`src/hw/rtl/iprs_pkg.sv`:
```
// Package for the IP range section map lookup block.
// Holds action and status codes, parameter defaults and the bucket hash.
// No dependencies.
package iprs_pkg;

    localparam int RangeEntries = 64;
    localparam int HashBits     = 10;
    localparam int BucketWays   = 4;
    localparam int SectionLimit = 10;

    localparam logic [2:0] ACT_LOOKUP = 3'd0;
    localparam logic [2:0] ACT_RANGE  = 3'd1;
    localparam logic [2:0] ACT_CLASS  = 3'd2;
    localparam logic [2:0] ACT_MAP    = 3'd3;
    localparam logic [2:0] ACT_CLEAR  = 3'd4;

    localparam logic [2:0] ST_OK          = 3'd0;
    localparam logic [2:0] ST_NO_RANGE    = 3'd1;
    localparam logic [2:0] ST_SECTIONS    = 3'd2;
    localparam logic [2:0] ST_RANGE_FULL  = 3'd3;
    localparam logic [2:0] ST_BUCKET_FULL = 3'd4;
    localparam logic [2:0] ST_REVERSED    = 3'd5;

    localparam logic [1:0] PH_START = 2'd0;
    localparam logic [1:0] PH_CLASS = 2'd1;
    localparam logic [1:0] PH_MAP   = 2'd2;

    // Commands from controller to datapath
    typedef struct packed {
        logic load;       // capture input item
        logic rng_step;   // examine one range entry
        logic map_rd;     // issue bucket read
        logic map_eval;   // evaluate bucket ways
        logic commit;     // apply writes, form result
    } t_cmd;

    // Status from datapath to controller
    typedef struct packed {
        logic rng_done;   // range search finished
        logic sweep_done; // clearing pass finished
    } t_stat;

    // Full 32-bit hash; caller keeps the low bits
    function automatic logic [31:0] hash32(input logic [31:0] ip, input logic [3:0] sec,
                                           input int hb);
        logic [31:0] sh;
        sh = ip >> hb;
        return ip ^ ((sh << 4) + sh) ^ ({28'd0, sec} * 32'd33);
    endfunction

endpackage

```
`src/hw/rtl/iprs_ctrl.sv`:
```
// Controller state machine: sequences load, range search, bucket read, commit.
// Depends on iprs_pkg.
module iprs_ctrl (
    input  logic            i_clk,
    input  logic            i_rst_n,
    input  logic            i_valid,
    output logic            o_stall,
    input  logic [2:0]      i_action,
    output logic            o_valid,
    input  logic            i_stall,
    output iprs_pkg::t_cmd  o_cmd,
    output logic            o_sweep,
    input  iprs_pkg::t_stat i_stat
);
    typedef enum logic [2:0] {S_SWEEP, S_IDLE, S_SEARCH, S_READ, S_EVAL, S_COMMIT, S_OUT}
        t_state;
    t_state r_state;
    logic   r_valid;
    logic   r_clear;

    assign o_stall = !(r_state == S_IDLE);
    assign o_valid = r_valid;
    assign o_sweep = (r_state == S_SWEEP);
    always_comb begin
        o_cmd = '0;
        o_cmd.load = (r_state == S_IDLE) && i_valid;
        o_cmd.rng_step = (r_state == S_SEARCH);
        o_cmd.map_rd = (r_state == S_READ);
        o_cmd.map_eval = (r_state == S_EVAL);
        o_cmd.commit = (r_state == S_COMMIT) && (!r_valid || !i_stall);
    end

    always_ff @(posedge i_clk) begin
        if (!i_rst_n) begin
            r_state <= S_SWEEP;
            r_valid <= 1'b0;
            r_clear <= 1'b0;
        end else begin
            if (r_valid && !i_stall) r_valid <= 1'b0;
            case (r_state)
                S_SWEEP: if (i_stat.sweep_done) begin
                    r_state <= r_clear ? S_OUT : S_IDLE;
                end
                S_IDLE: if (i_valid) begin
                    r_clear <= (i_action == iprs_pkg::ACT_CLEAR);
                    r_state <= (i_action == iprs_pkg::ACT_LOOKUP) ? S_SEARCH : S_READ;
                end
                S_SEARCH: if (i_stat.rng_done) r_state <= S_READ;
                S_READ:   r_state <= S_EVAL;
                S_EVAL:   r_state <= S_COMMIT;
                S_COMMIT: if (!r_valid || !i_stall) begin
                    r_state <= r_clear ? S_SWEEP : S_OUT;
                end
                S_OUT: begin
                    r_valid <= 1'b1;
                    r_clear <= 1'b0;
                    r_state <= S_IDLE;
                end
                default: r_state <= S_IDLE;
            endcase
        end
    end

    a_one_item: assert property (@(posedge i_clk) disable iff (!i_rst_n)
        (r_state == S_IDLE && i_valid) |=> o_stall) else $error("second item taken");
    a_out_idle: assert property (@(posedge i_clk) disable iff (!i_rst_n)
        (r_state == S_OUT) |=> o_valid) else $error("result lost");
    a_no_sweep_out: assert property (@(posedge i_clk) disable iff (!i_rst_n)
        o_sweep |-> !o_cmd.commit) else $error("commit during sweep");
endmodule
```
`config.mk`:
```
export PLATFORM = sky130hd
export DESIGN_NAME = iprs_ctrl
export DESIGN_NICKNAME = d
export VERILOG_FILES = /design/src/hw/rtl/iprs_pkg.sv /design/src/hw/rtl/iprs_ctrl.sv
export SDC_FILE = /design/constraint.sdc
export NUM_CORES = 1
export LEC_CHECK = 0
export ABC_CLOCK_PERIOD_IN_PS = 1260
export BUFFER_PORTS_ARGS = -buffer_cell sky130_fd_sc_hd__buf_2
export CAP_MARGIN = 5
export CORE_AREA = 4 4 41 43
export CTS_BUF_LIST = sky130_fd_sc_hd__clkbuf_4 sky130_fd_sc_hd__clkbuf_8
export DETAILED_ROUTE_END_ITERATION = 8
export DIE_AREA = 0 0 45 47
export PLACE_DENSITY = 0.63
export REMOVE_ABC_BUFFERS = 1
export SYNTH_ARGS = -nofsm -noshare
export SYNTH_HDL_FRONTEND = slang
export SYNTH_SLANG_ARGS = --single-unit
```
`constraint.sdc`:
```
create_clock -name i_clk -period 1.26 [get_ports i_clk]
set_input_delay 0.252 -clock i_clk [delete_from_list [all_inputs] [get_ports i_clk]]
set_output_delay 0.252 -clock i_clk [all_outputs]
set_load 0.005 [all_outputs]
```
### Word-level counts from Yosys, hierarchy flattened

Index checks and enable logic that the tools add are counted.

| word-level totals | value |
|---|---|
| register bits after elaboration | 5 |
| input bits | 9 |
| output and inout bits | 8 |
| word-level logic and storage cells | 39 |

| operators by class | value |
|---|---|
| equality and inequality tests | 11 |
| mux-type cells | 12 |
| reduce and logical (&&, ||, !) cells | 13 |

Operators with widths:

| operator | count |
|---|---|
| 3-bit two-way mux | 6 |
| 3-bit one-hot mux with 6 select lines | 1 |
| 3-bit equality test (second input constant) | 4 |
| 3-bit by 2-bit equality test with 1-bit output (second input constant) | 2 |
| 3-bit zero test | 2 |
| 2-bit by 1-bit != test with 1-bit output (second input constant) | 3 |
| 1-bit two-way mux | 4 |
| 4-bit AND reduction | 1 |
| 2-bit nonzero test | 2 |
| 3-bit by 1-bit equality test with 1-bit output (second input constant) | 1 |
| 1-bit logical AND | 3 |
| 1-bit zero test | 3 |
| 2-bit != test (second input constant) | 1 |
| 1-bit one-hot mux with 2 select lines | 1 |
| 2-bit AND reduction | 1 |
| 1-bit logical OR | 1 |

### Depth between registers and ports, before layout

Gate-level depths: netlist of the first run.

| depth | value |
|---|---|
| word-level depth | 4 |
| depth in mapped cells | 5 |
| gate-level depth less buffers | 4 |

### Worst setup path before layout of the first run

OpenSTA, ideal clock, no wires.

| timing | value |
|---|---|
| path kind | reg-to-reg |
| start | register r_state[0] |
| end | register r_state[1] |
| setup time | 0.117 ns |
| data arrival time | 1.143 ns |
| setup slack | -0.001 ns |
| stages on the path, launching flop included | 5 |
| path buffers | 0 |
| path through | dfxtp_1 -> or3b_1 -> a21oi_2 -> nor2_1 -> a32o_1 |

| between the ends | value |
|---|---|
| cells in the longest elaborated chain, start to end | 3 |
| elaborated cells between the ends (all ways) | 12 |
| classes of those cells | eq/ne (9); mux (1); reduce/logical (2) |

RTL lines:

| what | line | source |
|---|---|---|
| start: declaration | iprs_ctrl.sv:17 | `t_state r_state;` |
| start signal: assignment | iprs_ctrl.sv:42 | `r_state <= r_clear ? S_OUT : S_IDLE;` |
| start signal: assignment | iprs_ctrl.sv:46 | `r_state <= (i_action == iprs_pkg::ACT_LOOKUP) ? S_SEARCH : S_READ;` |
| start signal: assignment | iprs_ctrl.sv:52 | `r_state <= r_clear ? S_SWEEP : S_OUT;` |
| 3-bit equality test (tied with other cells) | iprs_ctrl.sv:40 | `case (r_state)` |
| 2-bit by 1-bit != test with 1-bit output (no source line) / 2-bit != test (equally long branches) | - |  |
| 4-bit AND reduction (no source line) | - |  |

Parallel ways exist; a longest one is shown, timed or not.
A chain may end at the register's enable or synchronous reset.

==> out/qor.csv, run 1 <==
metric;value;unit
status;complete, but fails checks;
violations;setup timing;
drtIter0Drc;12;
grt-ovfl-total;0;
ys_seq_elements;5;
hold_end;r_clear$_SDFFE_PN0P_;
min_period;1.475;ns
grt_pass1_vias;521;
reg2reg_slack;-0.19;ns
yosys-top-cells-count;nand2_1 (6), dfxtp_1 (5), nor2_1 (4);
avgSynthCellArea;7.366;µm²
worst-setup-path-type;reg -> out;
yosys.area.top_type_share;0.2564;
setup_slack;-0.2149;ns
cts_max_path_buffers;2;
async_reset_ff_frac;0;
finalCritPeriodShare;1.171;
vias;514;
skew;0.003652;ns
postRouteAntennaNets;0;
reg2regPathDepth;6;
syn-cell-area;390.4;µm²
min_from;i_action[2];
nets;93;
synth_area_leaders;dfxtp_1 (26%), nand2_1 (5.8%), o22ai_1 (4.8%), a21oi_2 (4.5%), or3b_1 (4.5%);
power_leakage;0.3058;nW
crit_fanout;5;
gp_congestion;0.8299;
cts.htree.levels;1;
worstReg2RegEnd;r_state[1]$_SDFFE_PN0P_;
drive_gt1_frac;0.6024;
fmax;678.0;MHz
power.total;0.001385;W
die_y;47;µm
drt-wirelength-per-cell;14.04;µm
synthCells;53;
final_hold_viol_count;0;
r2r-start;r_state[0]$_SDFFE_PN0P_;
num_rows;13;
grt_pass1_wl;2152;µm
insertion_delay;0.24;ns
drv_slew;0;
dp_slack;-0.08592;ns
firstDrtPassIters;4;
yosysMostFrequentCell;nand2_1;
power.density;1966;mW/mm²
start_util;0.3000;
via_per_inst;5.245;
end_kind;primary output;
dieArea;0.002115;mm²
start_kind;register;
arrival;1.22;ns
tightestPinTransition;0.2155;ns
ys_warn_count;0;
ys.flop_type;dfxtp_1;
hpwl;837;µm
fp.dieW;45;µm
synth_seq_area_share;0.2564;
required;1.01;ns
wirelength;1376;µm
synth_edf_count;0;
cts.sink_count;5;
yosys.area.top_type;dfxtp_1;
rsz0062_at_grt;yes;
clk_pin_slew;0.05;ns
design.core.area;0.001301;mm²
max_slew_margin;0.8557;
setup_viol;10;
num-fill-cells;138;
hold_class;in -> reg;
drc;0;
portBuffers;16;
cts_buffers;3;
area_growth;80.45;%
startpoint;r_state[1]$_SDFFE_PN0P_;
vdd_drop_max;0.9544;mV
max_cap_viol_count;0;
grt_max_degree;10;
min_delay_path_depth;3;
cts_tree;yes;
antennaDiodeCount;0;
synth_cell_types;27;
pin_count;17;
root_buffer;clkbuf_4;
track_usage;0.1416;
antenna_found_initial;0;
-- final cells by class --
| type | instances | area [µm²] | share of cell area |
|---|---|---|---|
| sequential | 5 | 108.9 | 0.1545 |
| tap | 15 | 18.77 | 0.02664 |
| clock buffer | 4 | 30.03 | 0.04263 |
| multi-input combinational | 43 | 315.3 | 0.4476 |
| inverter | 2 | 10.01 | 0.01421 |
| timing repair buffer | 29 | 221.5 | 0.3144 |
-- cell families (layout without fill, tap and decap cells) --
| logic type | Yosys count | count (layout) | synth area share |
|---|---|---|---|
| AOI/OAI and AO/OA | 16 | 16 | 0.2724 |
| buffers and inverters | 5 | 35 | 0.07370 |
| DFF | 5 | 5 | 0.2564 |
| and+or+nand+nor | 27 | 27 | 0.3974 |
-- placed cells by master (no fill, tap or decap), types with 2 or more instances in the layout --
cell type | Yosys | routed
buf_4 | 0 | 6
nand2_1 | 6 | 6
o22ai_1 | 3 | 2
nor2_1 | 4 | 3
dfxtp_4 | 0 | 2
a21boi_1 | 2 | 2
buf_2 | 2 | 16
a21oi_1 | 3 | 3
dfxtp_1 | 5 | 2
buf_6 | 1 | 5
clkbuf_4 | 0 | 4
or3b_1 | 2 | 2
nand3_1 | 3 | 2
-- state kept, by name, indices dropped and copies added, names as in the netlist --
signal	count
r_state	3
r_clear	1
o_valid	1
-- power by group --
group          leakage (nW)  switching [W]  internal [W]  total (W)
sequential           0.0425      0.0000439      0.000209   0.000253
clock                0.0184      0.0000645      0.000141   0.000206
combinational         0.245       0.000400      0.000527   0.000927
total                 0.306       0.000509      0.000876    0.00139
-- worst max-delay path, cell delays in order, from the launching register on --
cell and delay (ns):
dfxtp_4 0.36, or3b_4 0.41, nor2_4 0.10, buf_2 0.12
-- how the worst max path moves through the flow --
stage / to / slack, ns / cells past startpoint
final: o_cmd[4] / -0.21 / 3
after global routing: o_cmd[4] / -0.26 / 3
after detailed placement: r_state[1]$_SDFFE_PN0P_ / -0.09 / 4
after global placement: r_state[1]$_SDFFE_PN0P_ / -0.06 / 4
after floorplan: r_state[1]$_SDFFE_PN0P_ / -0.17 / 4
after CTS: o_cmd[4] / -0.22 / 3
-- per-layer routing --
metal	GRT usage	share of wire	vias up	routed length [µm]
met2	0.2740	0.56	14	768
met1	0.1484	0.40	246	544
met5	0	0	-	0
met4	0.07602	0	0	0
li1	-	-	254	-
met3	0.01533	0.046	0	63
-- repair_timing --
action,4_1_cts,5_1_grt
setup endpoints to repair,10,10
pin swaps,8,6
resized for setup,17,8
setup buffers,4,3
hold buffers,0,0
cloned,0,1
-- stage by stage --
stage	TNS, ns	util	hold slack [ns]	cell area, µm²	std cells
after floorplan	-0.3860	-	0.3681	369.1	50
after global placement	-0.06410	0.3942	0.4898	513.0	87
after detailed placement	-0.1266	0.3942	0.4962	513.0	87
after CTS	-1.302	0.4885	0.2940	635.6	95
after global routing	-2.031	0.5413	0.3222	704.4	98
final	-1.561	0.5413	0.2987	704.4	98
No activity file was read; power rests on OpenSTA's default activity.
==> run 2: changes to the inputs <==
--- a/config.mk
+++ b/config.mk
@@ -8,10 +8,10 @@
 export ABC_CLOCK_PERIOD_IN_PS = 1260
 export BUFFER_PORTS_ARGS = -buffer_cell sky130_fd_sc_hd__buf_2
 export CAP_MARGIN = 5
-export CORE_AREA = 4 4 41 43
+export CORE_AREA = 2 2 39 41
 export CTS_BUF_LIST = sky130_fd_sc_hd__clkbuf_4 sky130_fd_sc_hd__clkbuf_8
 export DETAILED_ROUTE_END_ITERATION = 8
-export DIE_AREA = 0 0 45 47
+export DIE_AREA = 0 0 41 43
 export PLACE_DENSITY = 0.63
 export REMOVE_ABC_BUFFERS = 1
 export SYNTH_ARGS = -nofsm -noshare
==> constraint.sdc (replaced) <==
create_clock -name i_clk -period 1.26 [get_ports i_clk]
set_input_delay 0.126 -clock i_clk [delete_from_list [all_inputs] [get_ports i_clk]]
set_output_delay 0.126 -clock i_clk [all_outputs]
set_load 0.005 [all_outputs]
==> out/qor.csv, run 2 (synthesis results as in run 1) <==
metric;value;unit
cts.htree.levels;1;
die_y;43;µm
hold_class;in -> reg;
grt_pass1_wl;2083;µm
start_util;0.2821;
design.core.area;0.001384;mm²
insertion_delay;0.24;ns
tightestPinTransition;0.3244;ns
via_per_inst;4.861;
hpwl;790.2;µm
crit_path_top_delay_cell;or3b_4;
cts.sink_count;5;
final_cell_mix;buf_2 (16), buf_4 (8), buf_6 (6);
arrival;1.30;ns
vias;491;
largest_register_ff_count;3;
cts_max_path_buffers;2;
drive_gt1_frac;0.6471;
clk_pin_slew;0.04;ns
critPathMaxStageDelay;0.41;ns
cts_tree;yes;
min_period;1.428;ns
vdd_drop_max;0.8217;mV
fp.dieW;41;µm
pin_count;17;
postRouteAntennaNets;0;
crit_fanout;3;
wirelength;1276;µm
rsz0062_at_grt;yes;
finalCritPeriodShare;1.133;
track_usage;0.1690;
final_common_cell;buf_2;
drtIter0Drc;9;
skew;0.0008776;ns
crit_path_cell_trace;buf_6 > or3b_4 > nor2_4 > buf_2;
antennaDiodeCount;0;
drc;0;
cts_buffers;3;
grt_pass1_vias;475;
grt-ovfl-total;0;
violations;setup timing;
final_hold_viol_count;0;
gp_congestion;0.9078;
area_growth;86.54;%
setup_slack;-0.1676;ns
power.density;1779;mW/mm²
setup_viol;7;
worst-setup-path-type;reg -> out;
multi_input_area;336.6;µm²
final_core_util;0.5262;
portBuffers;16;
num-fill-cells;132;
max_cap_viol_count;0;
top_register;r_state;
antenna_found_initial;0;
register_area;103.9;µm²
root_buffer;clkbuf_4;
status;complete, but fails checks;
firstDrtPassIters;4;
dieArea;0.001763;mm²
start_kind;register;
end_kind;primary output;
grt_max_degree;9;
nets;95;
max_slew_margin;0.7814;
drt-wirelength-per-cell;12.63;µm
power_leakage;0.3237;nW
required;1.13;ns
num_rows;14;
post_dp_cell_area;514.2;µm²
drv_slew;0;
fmax;700.5;MHz
fin_area;728.2;µm²
[run 2: timing repair]
action / CTS / global route
pin swaps: 11 / 6
cloned: 1 / 0
buffers inserted: 5 / 3
hold buffers: 0 / 0
resized for setup: 14 / 18
setup endpoints to repair: 8 / 11
[run 2: worst paths after layout]
path         cells after the start                 endpoint                     from  slack [ns]
max                              4                 o_cmd[4]  r_state[2]$_SDFFE_PN0P_       -0.17
min                              3     r_clear$_SDFFE_PN0P_              i_action[2]        0.17
max reg2reg                      5  r_state[1]$_SDFFE_PN0P_  r_state[1]$_SDFFE_PN0P_       -0.12
min reg2reg                      2     o_valid$_SDFFE_PN0P_     o_valid$_SDFFE_PN0P_        0.52
[run 2: worst max-delay path: cells and delay by family (launching register included)]
family	cells	cell delay, ns
flops	1	0.33
simple gates	2	0.50
buf+inv	2	0.22
[run 2: report_power, final]
part           total, W  switching, W  internal (W)
registers      0.000244     0.0000453      0.000199
logic          0.000848      0.000402      0.000446
clock network  0.000203     0.0000622      0.000141
[run 2: area by class of cell]
cell class	instances	area share
tap	16	0.02749
sequential	5	0.1426
multi-input combinational	43	0.4622
timing repair buffer	31	0.3058
inverter	2	0.02062
clock buffer	4	0.04124
[run 2: metrics by stage]
step | setup WS, ns | power [W] | hold WS (ns) | TNS (ns) | instances
floorplan | -0.1724 | 0.0005525 | 0.2421 | -0.3615 | 50
global route | -0.2178 | 0.001391 | 0.1789 | -0.9898 | 101
global placement | -0.08213 | 0.0007637 | 0.4092 | -0.1024 | 88
finish | -0.1676 | 0.001296 | 0.1662 | -0.6553 | 101
CTS | -0.1830 | 0.001128 | 0.1597 | -0.6177 | 98
detailed placement | -0.1279 | 0.0007755 | 0.4089 | -0.2281 | 88
[run 2: metal layers]
metal  wire length (µm)  part of all wire  track usage  vias to the layer above
met5                  0                 0            0                        -
met4                  0                 0      0.04667                        0
met3                 58             0.045      0.02618                        0
met2                669              0.52       0.2719                       13
met1                548              0.43       0.2233                      222
li1                   -                 -            -                      256
